**src/rtl/assert_macros.svh**
```systemverilog
// ----------------------------------------------------------------------------
// Assertion macros
// Shared concurrent assertion wrappers with clock and active-low reset disable.
// ----------------------------------------------------------------------------
`ifndef ASSERT_MACROS_SVH
`define ASSERT_MACROS_SVH
// Property must hold at every clock edge outside reset.
`define ASSERT_CLK(lbl, clk, rst_n, prop, msg) \
    lbl: assert property (@(posedge clk) disable iff (!rst_n) prop) else $error(msg);
// Condition must never be seen at a clock edge outside reset.
`define ASSERT_NEVER(lbl, clk, rst_n, cond, msg) \
    lbl: assert property (@(posedge clk) disable iff (!rst_n) !(cond)) else $error(msg);
`endif

```
**src/rtl/nfi_pkg.sv**
```systemverilog
// ----------------------------------------------------------------------------
// Newton interpolator package
// Shared codes, limits and the result type.
// ----------------------------------------------------------------------------
package nfi_pkg;
    localparam logic [1:0] KIND_CLEAR = 2'd0;
    localparam logic [1:0] KIND_LOAD  = 2'd1;
    localparam logic [1:0] KIND_EVAL  = 2'd2;

    localparam logic [1:0] STATUS_OK        = 2'd0;
    localparam logic [1:0] STATUS_FEW_POINTS = 2'd1;
    localparam logic [1:0] STATUS_ZERO_STEP = 2'd2;

    localparam int unsigned FRAC_BITS = 16;
    localparam int unsigned DIFF_W    = 48;

    localparam logic signed [63:0] ONE_Q     = 64'sh0000_0000_0001_0000;
    localparam logic        [63:0] LIMIT_MAG = 64'h2000_0000_0000_0000;
    localparam logic signed [63:0] LIMIT_POS = 64'sh2000_0000_0000_0000;
    localparam logic signed [63:0] LIMIT_NEG = -64'sh2000_0000_0000_0000;
    localparam logic signed [63:0] Q32_MAX   = 64'sh0000_0000_7FFF_FFFF;
    localparam logic signed [63:0] Q32_MIN   = -64'sh0000_0000_8000_0000;

    typedef struct packed {
        logic signed [31:0] value;
        logic        [1:0]  status;
        logic               saturated;
    } t_result;
endpackage

```
**src/rtl/nfi_div.sv**
```systemverilog
// ----------------------------------------------------------------------------
// Iterative divider
// Signed 64 by 18 bit restoring division, one quotient bit per cycle,
// quotient truncated toward zero.
// ----------------------------------------------------------------------------
module nfi_div
    import nfi_pkg::*;
(
    input  logic               i_clk,
    input  logic               i_rst_n,
    input  logic               i_start,
    input  logic signed [63:0] i_dividend,
    input  logic signed [17:0] i_divisor,
    output logic               o_done,
    output logic signed [63:0] o_quotient
);
    logic        r_busy;
    logic        r_done;
    logic [5:0]  r_cnt;
    logic        r_neg;
    logic [63:0] r_dvd;
    logic [17:0] r_rem;
    logic [16:0] r_dsr;
    logic [17:0] w_sh;
    logic        w_ge;
    logic [17:0] w_dsr_mag;

    assign w_dsr_mag = i_divisor[17] ? 18'(-i_divisor) : i_divisor;
    assign w_sh      = {r_rem[16:0], r_dvd[63]};
    assign w_ge      = w_sh >= {1'b0, r_dsr};

    always_ff @(posedge i_clk) begin
        if (!i_rst_n) begin
            r_busy <= 1'b0;
            r_done <= 1'b0;
            r_cnt  <= '0;
        end else begin
            r_done <= 1'b0;
            if (i_start) begin
                r_busy <= 1'b1;
                r_cnt  <= '0;
            end else if (r_busy) begin
                r_cnt <= r_cnt + 6'd1;
                if (r_cnt == 6'd63) begin
                    r_busy <= 1'b0;
                    r_done <= 1'b1;
                end
            end
        end
    end

    always_ff @(posedge i_clk) begin
        if (i_start) begin
            r_dvd <= i_dividend[63] ? 64'(-i_dividend) : i_dividend;
            r_dsr <= w_dsr_mag[16:0];
            r_rem <= '0;
            r_neg <= i_dividend[63] ^ i_divisor[17];
        end else if (r_busy) begin
            r_rem <= w_ge ? w_sh - {1'b0, r_dsr} : w_sh;
            r_dvd <= {r_dvd[62:0], w_ge};
        end
    end

    assign o_quotient = r_neg ? -$signed(r_dvd) : $signed(r_dvd);
    assign o_done     = r_done;
endmodule
```
**config.mk**
```make
export PLATFORM = sky130hd
export DESIGN_NAME = nfi_div
export DESIGN_NICKNAME = d
export VERILOG_FILES = /design/src/rtl/assert_macros.svh /design/src/rtl/nfi_pkg.sv /design/src/rtl/nfi_div.sv
export SDC_FILE = /design/constraint.sdc
export NUM_CORES = 1
export LEC_CHECK = 0
export BUFFER_PORTS_ARGS = -buffer_cell sky130_fd_sc_hd__clkbuf_2
export CELL_PAD_IN_SITES_DETAIL_PLACEMENT = 1
export CELL_PAD_IN_SITES_GLOBAL_PLACEMENT = 1
export CORE_ASPECT_RATIO = 0.75
export CORE_MARGIN = 10
export CORE_UTILIZATION = 29
export DETAILED_ROUTE_END_ITERATION = 6
export GPL_ROUTABILITY_DRIVEN = 0
export PLACE_DENSITY = 0.61
export SYNTH_ARGS = -nofsm -noshare
export SYNTH_HDL_FRONTEND = slang
export SYNTH_SLANG_ARGS = --single-unit
```
**constraint.sdc**
```tcl
create_clock -name i_clk -period 4.2 [get_ports i_clk]
set_clock_uncertainty 0.15 [all_clocks]
set_input_delay 0.84 -clock i_clk [delete_from_list [all_inputs] [get_ports i_clk]]
set_output_delay 0.84 -clock i_clk [all_outputs]
set_load 0.01 [all_outputs]
```
# After elaboration in Yosys (flattened, before gate mapping)
# Index checks and enable logic that the tools add are counted.
# totals
regBits	107
out_inout_bits	65
elab_cells	30
# classes
add_sub_neg	5
order_cmp	1
n_eq_ne	1
muxes	10
bitwise_logic	3
reduce_logical	3
# op_table
operator	count
64-bit two-way mux	4
64-bit negator	2
17-bit two-way mux	2
18-bit by 17-bit >= comparator with 1-bit output	1
17-bit negator	1
17-bit subtractor	1
6-bit by 1-bit adder with 6-bit output, second input constant	1
6-bit equality test, second input constant	1
1-bit two-way mux	4
3-bit OR reduction	1
1-bit NOT	2
2-bit nonzero test	1
2-bit OR reduction	1
1-bit XOR	1

# Depth between registers and ports, before layout
# logic_depth
ltp_word	4
mapped_depth	11

# Worst setup path before layout
# OpenSTA, ideal clock, no wires.
# synth_path
path_type	reg-to-output
startpoint	register r_dvd[30]
endpoint	output o_quotient[59]
t_arrival_ns	2.406
required_time_ns	3.210
setup_slack_ns	0.804
stages_incl_launch_ff	8
path_buffers	1
path_cell_list	edfxtp_1 -> or4_1 -> nor4_1 -> and3_1 -> buf_2 -> nand4_1 -> o41ai_1 -> xnor2_1
# synth_between
elab_chain_len	2
# synth_rtl
item	line_no	source
from (decl)	nfi_div.sv:21	logic [63:0] r_dvd;
from (signal assigned)	nfi_div.sv:54	r_dvd <= i_dividend[63] ? 64'(-i_dividend) : i_dividend;
from (signal assigned)	nfi_div.sv:60	r_dvd <= {r_dvd[62:0], w_ge};
64-bit negator	nfi_div.sv:64	assign o_quotient = r_neg ? -$signed(r_dvd) : $signed(r_dvd);
64-bit two-way mux	nfi_div.sv:64	
to (decl)	nfi_div.sv:15	output logic signed [63:0] o_quotient
# Every way passes these cells.

# Final worst setup path
# layout_path
startpoint	register r_dvd[22]
endpoint	output o_quotient[59]
# Same word-level chain as after synthesis.

==> results.yml <==
synthesis:
  synthArstFlopShare_pct: 0
  syn_area_per_cell_um2: 8.715
  yosys-top-cells-area: "edfxtp_1 (30%), xnor2_1 (9.1%), xor2_1 (7.2%)"
  synth_edf_count: 82
  synth_top_cell_by_area: "edfxtp_1"
  yosysTopAreaCellShare_pct: 29.90
  synth_nets: 1052
  synth_warnings: 0
  synth_cell_types: 60
  synth_seq_area_share_pct: 35.98
  synth_area_um2: 8235
  ys_ff_latch: 107
  synth_flop_cell: "edfxtp_1"
  synth_cells: 945
route:
  drt-vias-per-instance: 5.183
  post_drt_wl_per_cell_um: 18.98
  wirelength_um: 27850
  first_iter_violations: 565
  antenna_left: 0
  vias: 7604
  dr.pass1.iters: 5
  drc: 0
timing:
  rsz0062_at_grt: "true"
  setup-tns-final_ps: 0
  setup_viol: 0
  max_clock_freq_mhz: 246.1
  hold_viol: 0
  fin_crit_ps: 4064
  slew_violations: 0
  maxSlewHeadroom_pct: 29.24
  worstMarginPinSlew_ps: 1061
  period_share_pct: 96.75
  holdWs_ps: 347.9
  timing.final.ws_setup_ps: 136.5
worst_setup_path:
  cp_num_buf_inv: 2
  crit_required_ps: 3210
  cp-startpoint: "r_dvd[22]$_DFFE_PP_"
  worst_setup_path_start_kind: "register"
  rrSetupSlack_ps: 830
  r2r.worst_path.cells: 11
  path_cells: "or4_1, nand2b_1, nor4_2, buf_4, nand4_1, o41ai_2, xnor2_1, clkbuf_2"
  critPathKind: "register to output port"
  regToRegStartpoint: "r_dvd[63]$_DFFE_PP_"
  crit_fanout: 6
  critPathTopFamily: "simple AND/OR/NAND/NOR gates"
  endpoint_kind: "output port"
  cpMaxStageDelayCell: "or4_1"
  slowest_delay_ps: 600
  cp.arrival_ps: 3070
  reg2reg_to: "r_rem[5]$_SDFFE_PP0P_"
clock_tree:
  cts.sinks: 107
  cts.htree.levels: 3
  cts_hold_buf: 0
  tritoncts: "yes"
  cts-root-buf: "clkbuf_16"
  clk_latency_ps: 360
  cts_buffers: 9
  clock_path_buffers: 2
  path_clk_slew_ps: 80
global_route:
  use_met3_pct: 2.657
  grtUsageMet1_pct: 22.85
  grt_max_degree: 104
  grt_pass1_vias: 7438
  overflow: 0
  use_met2_pct: 22.02
  antenna_found_initial: 0
  grt_pass1_wl_um: 43800
  grtUsageTotal_pct: 15.17
  grt_busiest_layer: "met1"
layout:
  finish.utilization_pct: 34.87
  nets: 1184
  final_common_cell: "clkbuf_2"
  fillCellCount: 3386
  mostFrequentLayoutCells: "clkbuf_2 (148), nor2_1 (106), xnor2_1 (86), edfxtp_1 (82), a21oi_1 (76)"
  area_delta_synth_final_pct: 18.51
  drive_above_1_share_pct: 20.06
  antennaDiodeCount: 0
power:
  total_power_w: 0.003192
  vdd_drop_max_v: 0.0001932
  power.leakage_nw: 3.648
  power.density_nw_per_um2: 327.1
floorplan:
  die_y_um: 165.9
  coreArea_um2: 27980
  io_pins: 150
  fp-row-count: 53
  die_w_um: 214.6
  dieArea_um2: 35610
  start_util_pct: 29.43
hold_path:
  min_path_cells: 2
  min_to: "r_cnt[5]$_SDFFE_PP0P_"
  min_path_type: "register to register"
  min_from: "r_cnt[5]$_SDFFE_PP0P_"
placement:
  dp_slack_ps: 445.2
  port_buffers: 149
  dpl.hpwl_um: 21650
job:
  cap_viol_max_count: 0
run_status:
  status: "finished clean"
==> how the worst max path moves through the flow <==
stage | endpoint | cells after the start | slack, ps
finish | o_quotient[59] | 8 | 140
global route | o_quotient[59] | 8 | -50
CTS | o_quotient[58] | 9 | 30
detailed placement | o_quotient[58] | 9 | 450
global placement | o_quotient[59] | 8 | 550
floorplan | o_quotient[59] | 7 | 800
==> cells in the mapped netlist (3+ instances only) <==
cell,number
a2111oi_0,3
a211oi_1,5
a21o_1,4
a21oi_1,76
a311oi_1,8
a31o_2,3
a32oi_1,4
and3_1,5
clkbuf_1,45
dfxtp_1,25
edfxtp_1,82
ha_1,21
inv_1,36
mux2i_1,4
nand2_1,74
nand2b_1,12
nand3_1,19
nand4_1,11
nor2_1,106
nor3_1,16
nor4_1,14
nor4_2,5
o211ai_1,6
o21ai_0,52
o21bai_1,4
o31ai_1,46
o41ai_1,26
or2_2,7
or3_1,18
or4_1,16
xnor2_1,86
xor2_1,68
==> metrics by stage <==
stage / cells / area [um^2]
detailed placement: 1449 / 9424
global route: 1467 / 9759
global placement: 1449 / 9424
floorplan: 945 / 8235
CTS: 1465 / 9696
finish: 1467 / 9759
==> logic make-up after synthesis <==
| family | share of synthesized area (%) |
|---|---|
| buffers and inverters | 3.935 |
| AND/OR/NAND/NOR | 19.36 |
| adder cells (fa/ha/maj) | 3.434 |
| flip-flops | 35.98 |
| XOR/XNOR | 16.38 |
| multiplexers | 0.6229 |
| AO/OA/AOI/OAI | 20.30 |
==> layout make-up <==
class                           instances  area (um^2)  area share, %
Multi-Input combinational cell        753         5002          51.26
Sequential cell                       107         2963          30.36
Timing Repair Buffer                  170        905.9          9.282
Inverter                               36        135.1          1.385
Clock inverter                          5        38.79         0.3974
Tap cell                              385        481.7          4.936
Clock buffer                           11        232.7          2.385
==> per-layer routing <==
layer	share of wire, %	wire (um)
met5	0	0
met4	0.85	238
met3	4.8	1340
met2	42	11710
met1	52	14560
==> flip-flops by register name, summed over array words and instances (netlist names) <==
name,count
r_cnt,6
r_neg,1
r_dsr,17
o_done,1
r_dvd,64
r_rem,17
r_busy,1
==> repair_timing <==
action | 4_1_cts | 5_1_grt
endpoints found under the setup margin | 0 | 15
hold endpoints to repair | 0 | 0
buffers inserted | 0 | 2
gates resized for setup | 0 | 8
==> report_power, final <==
part | switching [W] | leakage [nW] | internal [W]
logic | 0.000571 | 2.51 | 0.000392
clock network | 0.000426 | 0.131 | 0.000409
registers | 0.000126 | 1.01 | 0.00127
==> tightest hold or removal path: stages (launching register included) <==
cell     delay [ps]
dfxtp_1         320
o21ai_0          70
a21oi_1          60
Power figures use the tool's default switching activity.
