$ cat config.mk
export PLATFORM = sky130hd
export DESIGN_NAME = nfi_mul
export DESIGN_NICKNAME = d
export VERILOG_FILES = /design/src/rtl/assert_macros.svh /design/src/rtl/nfi_pkg.sv /design/src/rtl/nfi_mul.sv
export SDC_FILE = /design/constraint.sdc
export NUM_CORES = 2
export LEC_CHECK = 0
export BUFFER_PORTS_ARGS = -buffer_cell sky130_fd_sc_hd__buf_4
export CORE_MARGIN = 2
export CORE_UTILIZATION = 32
export CTS_CLUSTER_DIAMETER = 50
export DETAILED_ROUTE_END_ITERATION = 10
export GPL_TIMING_DRIVEN = 0
export PLACE_DENSITY = 0.58
export SLEW_MARGIN = 10
export SYNTH_ARGS = -nofsm -noshare
export SYNTH_HDL_FRONTEND = slang
export SYNTH_SLANG_ARGS = --single-unit
$ cat constraint.sdc
create_clock -name i_clk -period 8.45 [get_ports i_clk]
set_clock_uncertainty 0.2 [all_clocks]
set_input_delay 0.4225 -clock i_clk [delete_from_list [all_inputs] [get_ports i_clk]]
set_output_delay 0.4225 -clock i_clk [all_outputs]
set_load 0.03 [all_outputs]
$ cat src/rtl/assert_macros.svh
// ----------------------------------------------------------------------------
// Assertion macros
// Shared concurrent assertion wrappers with clock and active-low reset disable.
// ----------------------------------------------------------------------------
`ifndef ASSERT_MACROS_SVH
`define ASSERT_MACROS_SVH
// Property must hold at every clock edge outside reset.
`define ASSERT_CLK(lbl, clk, rst_n, prop, msg) \
    lbl: assert property (@(posedge clk) disable iff (!rst_n) prop) else $error(msg);
// Condition must never be seen at a clock edge outside reset.
`define ASSERT_NEVER(lbl, clk, rst_n, cond, msg) \
    lbl: assert property (@(posedge clk) disable iff (!rst_n) !(cond)) else $error(msg);
`endif

$ cat src/rtl/nfi_pkg.sv
// ----------------------------------------------------------------------------
// Newton interpolator package
// Shared codes, limits and the result type.
// ----------------------------------------------------------------------------
package nfi_pkg;
    localparam logic [1:0] KIND_CLEAR = 2'd0;
    localparam logic [1:0] KIND_LOAD  = 2'd1;
    localparam logic [1:0] KIND_EVAL  = 2'd2;

    localparam logic [1:0] STATUS_OK        = 2'd0;
    localparam logic [1:0] STATUS_FEW_POINTS = 2'd1;
    localparam logic [1:0] STATUS_ZERO_STEP = 2'd2;

    localparam int unsigned FRAC_BITS = 16;
    localparam int unsigned DIFF_W    = 48;

    localparam logic signed [63:0] ONE_Q     = 64'sh0000_0000_0001_0000;
    localparam logic        [63:0] LIMIT_MAG = 64'h2000_0000_0000_0000;
    localparam logic signed [63:0] LIMIT_POS = 64'sh2000_0000_0000_0000;
    localparam logic signed [63:0] LIMIT_NEG = -64'sh2000_0000_0000_0000;
    localparam logic signed [63:0] Q32_MAX   = 64'sh0000_0000_7FFF_FFFF;
    localparam logic signed [63:0] Q32_MIN   = -64'sh0000_0000_8000_0000;

    typedef struct packed {
        logic signed [31:0] value;
        logic        [1:0]  status;
        logic               saturated;
    } t_result;
endpackage

$ cat src/rtl/nfi_mul.sv
// ----------------------------------------------------------------------------
// Iterative fractional multiplier
// Signed Q16.16 product, 16 multiplier bits per cycle, clamped to +-2^61.
// ----------------------------------------------------------------------------
module nfi_mul
    import nfi_pkg::*;
(
    input  logic               i_clk,
    input  logic               i_rst_n,
    input  logic               i_start,
    input  logic signed [63:0] i_a,
    input  logic signed [63:0] i_b,
    output logic               o_done,
    output logic signed [63:0] o_product,
    output logic               o_hit
);
    logic         r_busy;
    logic         r_done;
    logic [1:0]   r_cnt;
    logic         r_neg;
    logic [63:0]  r_ua;
    logic [63:0]  r_ub;
    logic [127:0] r_prod;
    logic [79:0]  w_pp;
    logic [63:0]  w_mag;

    // Multiplier digits are consumed most significant first.
    assign w_pp = r_ua * r_ub[63:48];

    always_ff @(posedge i_clk) begin
        if (!i_rst_n) begin
            r_busy <= 1'b0;
            r_done <= 1'b0;
            r_cnt  <= '0;
        end else begin
            r_done <= 1'b0;
            if (i_start) begin
                r_busy <= 1'b1;
                r_cnt  <= '0;
            end else if (r_busy) begin
                r_cnt <= r_cnt + 2'd1;
                if (r_cnt == 2'd3) begin
                    r_busy <= 1'b0;
                    r_done <= 1'b1;
                end
            end
        end
    end

    always_ff @(posedge i_clk) begin
        if (i_start) begin
            r_ua   <= i_a[63] ? 64'(-i_a) : i_a;
            r_ub   <= i_b[63] ? 64'(-i_b) : i_b;
            r_neg  <= i_a[63] ^ i_b[63];
            r_prod <= '0;
        end else if (r_busy) begin
            r_prod <= (r_prod << 16) + {48'd0, w_pp};
            r_ub   <= r_ub << 16;
        end
    end

    always_comb begin
        o_hit     = (|r_prod[127:80]) || (r_prod[79:16] > LIMIT_MAG);
        w_mag     = o_hit ? LIMIT_MAG : r_prod[79:16];
        o_product = r_neg ? -$signed(w_mag) : $signed(w_mag);
    end

    assign o_done = r_done;
endmodule

* Word-level counts from Yosys, hierarchy flattened *
Index checks and enable logic that the tools add are counted.
Widths: inputs -> output; s select.

cells by class
  equality and inequality tests = 1
  bitwise logic cells = 3
  reduce and logical (&&, ||, !) cells = 5
  multiplexer cells = 10
  multiply operators = 1
  $lt $le $gt $ge = 1
  add/subtract/negate cells = 5

operator list
  cell                  count
  $mux 64               5
  $neg 64->64           3
  $add 128x80->128      1
  $mul 64x16->80        1
  $gt 64x62->1 const B  1
  $mux 63               1
  $reduce_or 48->1      1
  $mux 1                4
  $reduce_or 3->1       1
  $add 2x1->2 const B   1
  $eq 2x2->1 const B    1
  $not 1->1             2
  $reduce_bool 2->1     1
  $reduce_or 2->1       1
  $logic_or 1x1->1      1
  $xor 1x1->1           1

word-level totals
  input port bits = 131
  word-level logic and storage cells = 34
  flip-flop bits (word level) = 261
  output and inout port bits = 66

* Logic depth before layout (Yosys ltp) *
  depth after elaboration = 5
  mapped depth = 28
  gate-level depth less buffers = 24

* Least setup slack after synthesis *
Ideal clock, no wire load.

  kind = register to register
  start point = reg r_ub[57]
  end point = reg r_prod[116]
  path slack = 1.068 ns
  cell stages (with the launch flop) = 26
  path buffers = 4
  clock period less this slack = 7.382 ns
  required time = 8.133 ns
  setup time = 0.117 ns
  arrival = 7.065 ns
  path through = edfxtp_1 clkbuf_1 clkbuf_1 nand2_1 fa_1 inv_1 fa_1 fa_1 fa_1 fa_1 inv_1 fa_1 inv_1 ha_1 clkbuf_1 a21oi_1 o21ai_0 a211oi_1 o31ai_1 a221oi_1 o21ai_0 a31oi_1 clkbuf_1 nor4_1 xor2_1 a22o_1

between the ends
  longest elaborated chain between the ends = 2

ends and longest elaborated chain
  what                      line           source
  start: declaration        nfi_mul.sv:22  logic [63:0] r_ub;
  start signal: assignment  nfi_mul.sv:53  r_ub <= i_b[63] ? 64'(-i_b) : i_b;
  start signal: assignment  nfi_mul.sv:58  r_ub <= r_ub << 16;
  $mul 64x16->80            nfi_mul.sv:28  assign w_pp = r_ua * r_ub[63:48];
  $add 128x80->128          nfi_mul.sv:57  r_prod <= (r_prod << 16) + {48'd0, w_pp};
  end signal: assignment    nfi_mul.sv:57
  end: declaration          nfi_mul.sv:23  logic [127:0] r_prod;

Every way passes these cells.
A chain may end at the register's enable or synchronous reset.

* Worst setup path in the final report *
  start point = reg r_ub[52]
  end point = reg r_prod[69]

Same word-level chain as after synthesis.

==> results_dict.tcl <==
set metrics [dict create \
    outcome "finished, final reports clean" \
    synth_top_family_by_area "adder cells" \
    yosys_warnings 0 \
    cts_made_buffers 44 \
    synth_compound_area_share_pct 8.86 \
    die_area_um2 156000 \
    synth_top_area_cell "fa_1" \
    cts_tree "done" \
    drt_pre_antenna_iters 5 \
    ios 197 \
    cts_root_buffer "clkbuf_16" \
    synth_fa_ha_area_share_pct 42.6 \
    worst_pin_slew_ps 1260 \
    start_util_pct 32.2 \
    area_delta_synth_final_pct 14.7 \
    grt_usage_pct 24.7 \
    slowest_delay_ps 570 \
    clkTransAtPathRegs_ps 60 \
    synthMuxAreaShare_pct 0.987 \
    drive_above_1_share_pct 8.51 \
    grt_max_degree 67 \
    drv_cap 0 \
    ctsLongestPathBuffers 3 \
    numClockSinks 261 \
    hold_viol 0 \
    async_flop_share_pct 0 \
    crit_top_cell "fa_1" \
    htree_levels 2 \
    yosysTopAreaCellShare_pct 38.2 \
    postSynthCellCount 5655 \
    start_kind "register" \
    worstPathCellList "buf_4, buf_4, clkbuf_1, and2_1, fa_1, inv_1, fa_1, fa_1, inv_1, fa_1, fa_1, inv_1, fa_1, inv_1, ha_1, a21oi_1, o21ai_1, a21oi_1, o211ai_1, a21boi_0, o41ai_1, a21oi_1, xnor2_1, a22o_1" \
    synth_area_leaders "fa_1 38%, inv_1 8.6%, edfxtp_1 7.9%" \
    fin_nets 7224 \
    period_share_pct 97.5 \
    yosysSeqAreaShare_pct 13.4 \
    dp_hpwl_mm 161 \
    fp.dieW_um 394 \
    io_buffers 194 \
    antenna_left 0 \
    coreArea_um2 152000 \
    synth_edf_count 129 \
    wirelength_mm 194 \
    antenna_found_initial 21 \
    slew_violations 0 \
    critPathCaptureType "register" \
    setup_viol 0 \
    synthDistinctLibCells 71 \
    netlist_area_um2 48800 \
    fmax_mhz 121 \
    synthSimpleGateAreaFrac_pct 18.2 \
    hold_class "in -> reg" \
    synth_area_per_cell_um2 8.63 \
    grt_setup_unrepaired "no" \
    critical_path_class "reg -> reg" \
    cp.required_ps 8780 \
    ys_seq_elements 261 \
    cp_data_arrival_time_ps 8560 \
    fin_crit_ps 8240 \
    post-route-cell-area_um2 56000 \
    core.rowCount 143 \
    via_per_inst 5.20 \
    dpl_cell_area_um2 52800 \
    syn_nets 6888 \
    drt-initial-drc-count 4085 \
    clk_latency_ps 630 \
    dieHeight_um 394 \
    wl_per_cell_um 24.0 \
    relSlewSlack_pct 15.9 \
    synth_xor_area_share_pct 4.92 \
    place_congestion 0.957 \
    path_max_fanout 10 \
    synth_ff_type "dfxtp_1" \
    vias 41900 \
    grt_pass1_vias 42600 \
    drc_errors 0 \
    critPathSlowestCell "a21boi_0" \
    grt.overflow.total 0 \
    grt_pass1_wl_mm 284 \
]
[cell usage after synthesis (4+ instances only)]
cell type,count
nand3b_1,9
or4_1,33
dfxtp_1,132
nor2_1,259
or4_4,4
nand2_1,862
and4_1,5
o21ai_0,142
and3_1,15
o31a_1,4
nand3_1,38
nand2b_1,19
or3_1,26
a311oi_1,10
edfxtp_1,129
nor4_1,49
nand4_1,59
a21boi_0,8
xor2_1,106
o211a_1,4
nor2b_1,10
o31ai_1,48
o41ai_1,29
buf_1,9
nor4b_1,7
xnor2_1,168
a22o_1,42
a211oi_1,39
and2_1,390
o21a_1,12
a31oi_1,14
o21bai_1,22
fa_1,930
mux2i_1,47
a221oi_1,7
a21oi_1,189
inv_1,1116
nor3_1,54
o211ai_1,5
or2_2,12
ha_1,172
a21o_1,55
o2111ai_1,4
o221ai_1,4
clkbuf_1,317
[stage by stage]
stage	std cells	TNS [ps]	worst slack [ps]	util (%)	hold slack (ps)
2_1_floorplan	5655	0	1070	-	241
3_3_place_gp	7879	-184180	-3370	34.8	255
3_5_place_dp	7881	-103620	-1900	34.8	258
4_1_cts	8072	-246	-117	36.8	2.01
5_1_grt	8056	0	10.8	36.9	34.3
6_report	8063	0	212	36.9	43.4
[layer usage]
layer | up-vias | part of all wire (%) | global-route usage (%)
li1 | 18200 | - | -
met1 | 21400 | 42 | 34.2
met2 | 1939 | 44 | 38.1
met3 | 348 | 8.2 | 4.40
met4 | 12 | 5.1 | 10.3
met5 | - | 0.038 | 0
[final timing paths]
check | startpoint | endpoint | slack [ps] | cells after the start
worst max-delay path | r_ub[52] | r_prod[69] | 210 | 24
worst min-delay path | i_b[3] | r_ub[3] | 40 | 3
worst max register to register | r_ub[52] | r_prod[69] | 210 | 24
worst min register to register | r_prod[0] | r_prod[0] | 270 | 2
[critical path: cells and delay by family, from the launching register on]
kind | cells | cell delay, ps
compound gates | 8 | 2870
xor+xnor | 1 | 120
fa+ha+maj | 7 | 3350
buf+inv | 7 | 860
flops | 1 | 520
simple gates | 1 | 260
[flip-flops by register name, indices dropped and copies added (netlist names)]
name / cells
r_ua: 64
r_prod: 128
r_cnt: 2
o_done: 1
r_ub: 64
r_neg: 1
r_busy: 1
[logic make-up after synthesis]
group,Yosys count
compound gates,662
xor+xnor,274
fa+ha+maj,1102
buf+inv,1446
flops,261
mux,48
simple gates,1862
[cell type report]
type,count,area [um2]
inverters,1117,4200
multi-input cells,3948,37000
clock inverters,28,307
well taps,2030,2540
diodes,8,20.0
plain buffers,285,1270
fillers,15800,95800
clock buffers,52,1160
flip-flops and latches,261,6520
repair buffers,334,2910
[placed cells by master (no fill, tap or decap), types with 19 or more instances in the layout]
master	netlist	layout
clkbuf_16	0	44
a211oi_1	39	38
dlygate4sd3_1	0	76
or3_1	26	26
xor2_1	106	106
nor3_1	54	50
or4_1	33	33
dfxtp_1	132	132
nand4_1	59	59
clkbuf_1	317	154
and2_1	390	390
o41ai_1	29	29
nand2_1	862	862
nor4_1	49	45
o21ai_0	142	135
a21o_1	55	55
ha_1	172	170
a21oi_1	189	186
a22o_1	42	42
buf_4	0	244
inv_1	1116	1115
fa_1	930	930
nor2_1	259	259
o31ai_1	48	48
nand2b_1	19	19
edfxtp_1	129	129
xnor2_1	168	167
clkbuf_2	0	109
mux2i_1	47	47
o21bai_1	22	22
nand3_1	38	38
[what timing repair did]
item,4_1_cts,5_1_grt
cloned,0,0
endpoints found under the setup margin,103,62
hold buffers,76,0
buffers inserted,53,9
hold endpoints to repair,77,0
resized for setup,99,134
pin swaps,4,3
Power is left out: the tool's default activity adds up to more than one toggle a clock period on the data nets, which glitch-free logic cannot reach.
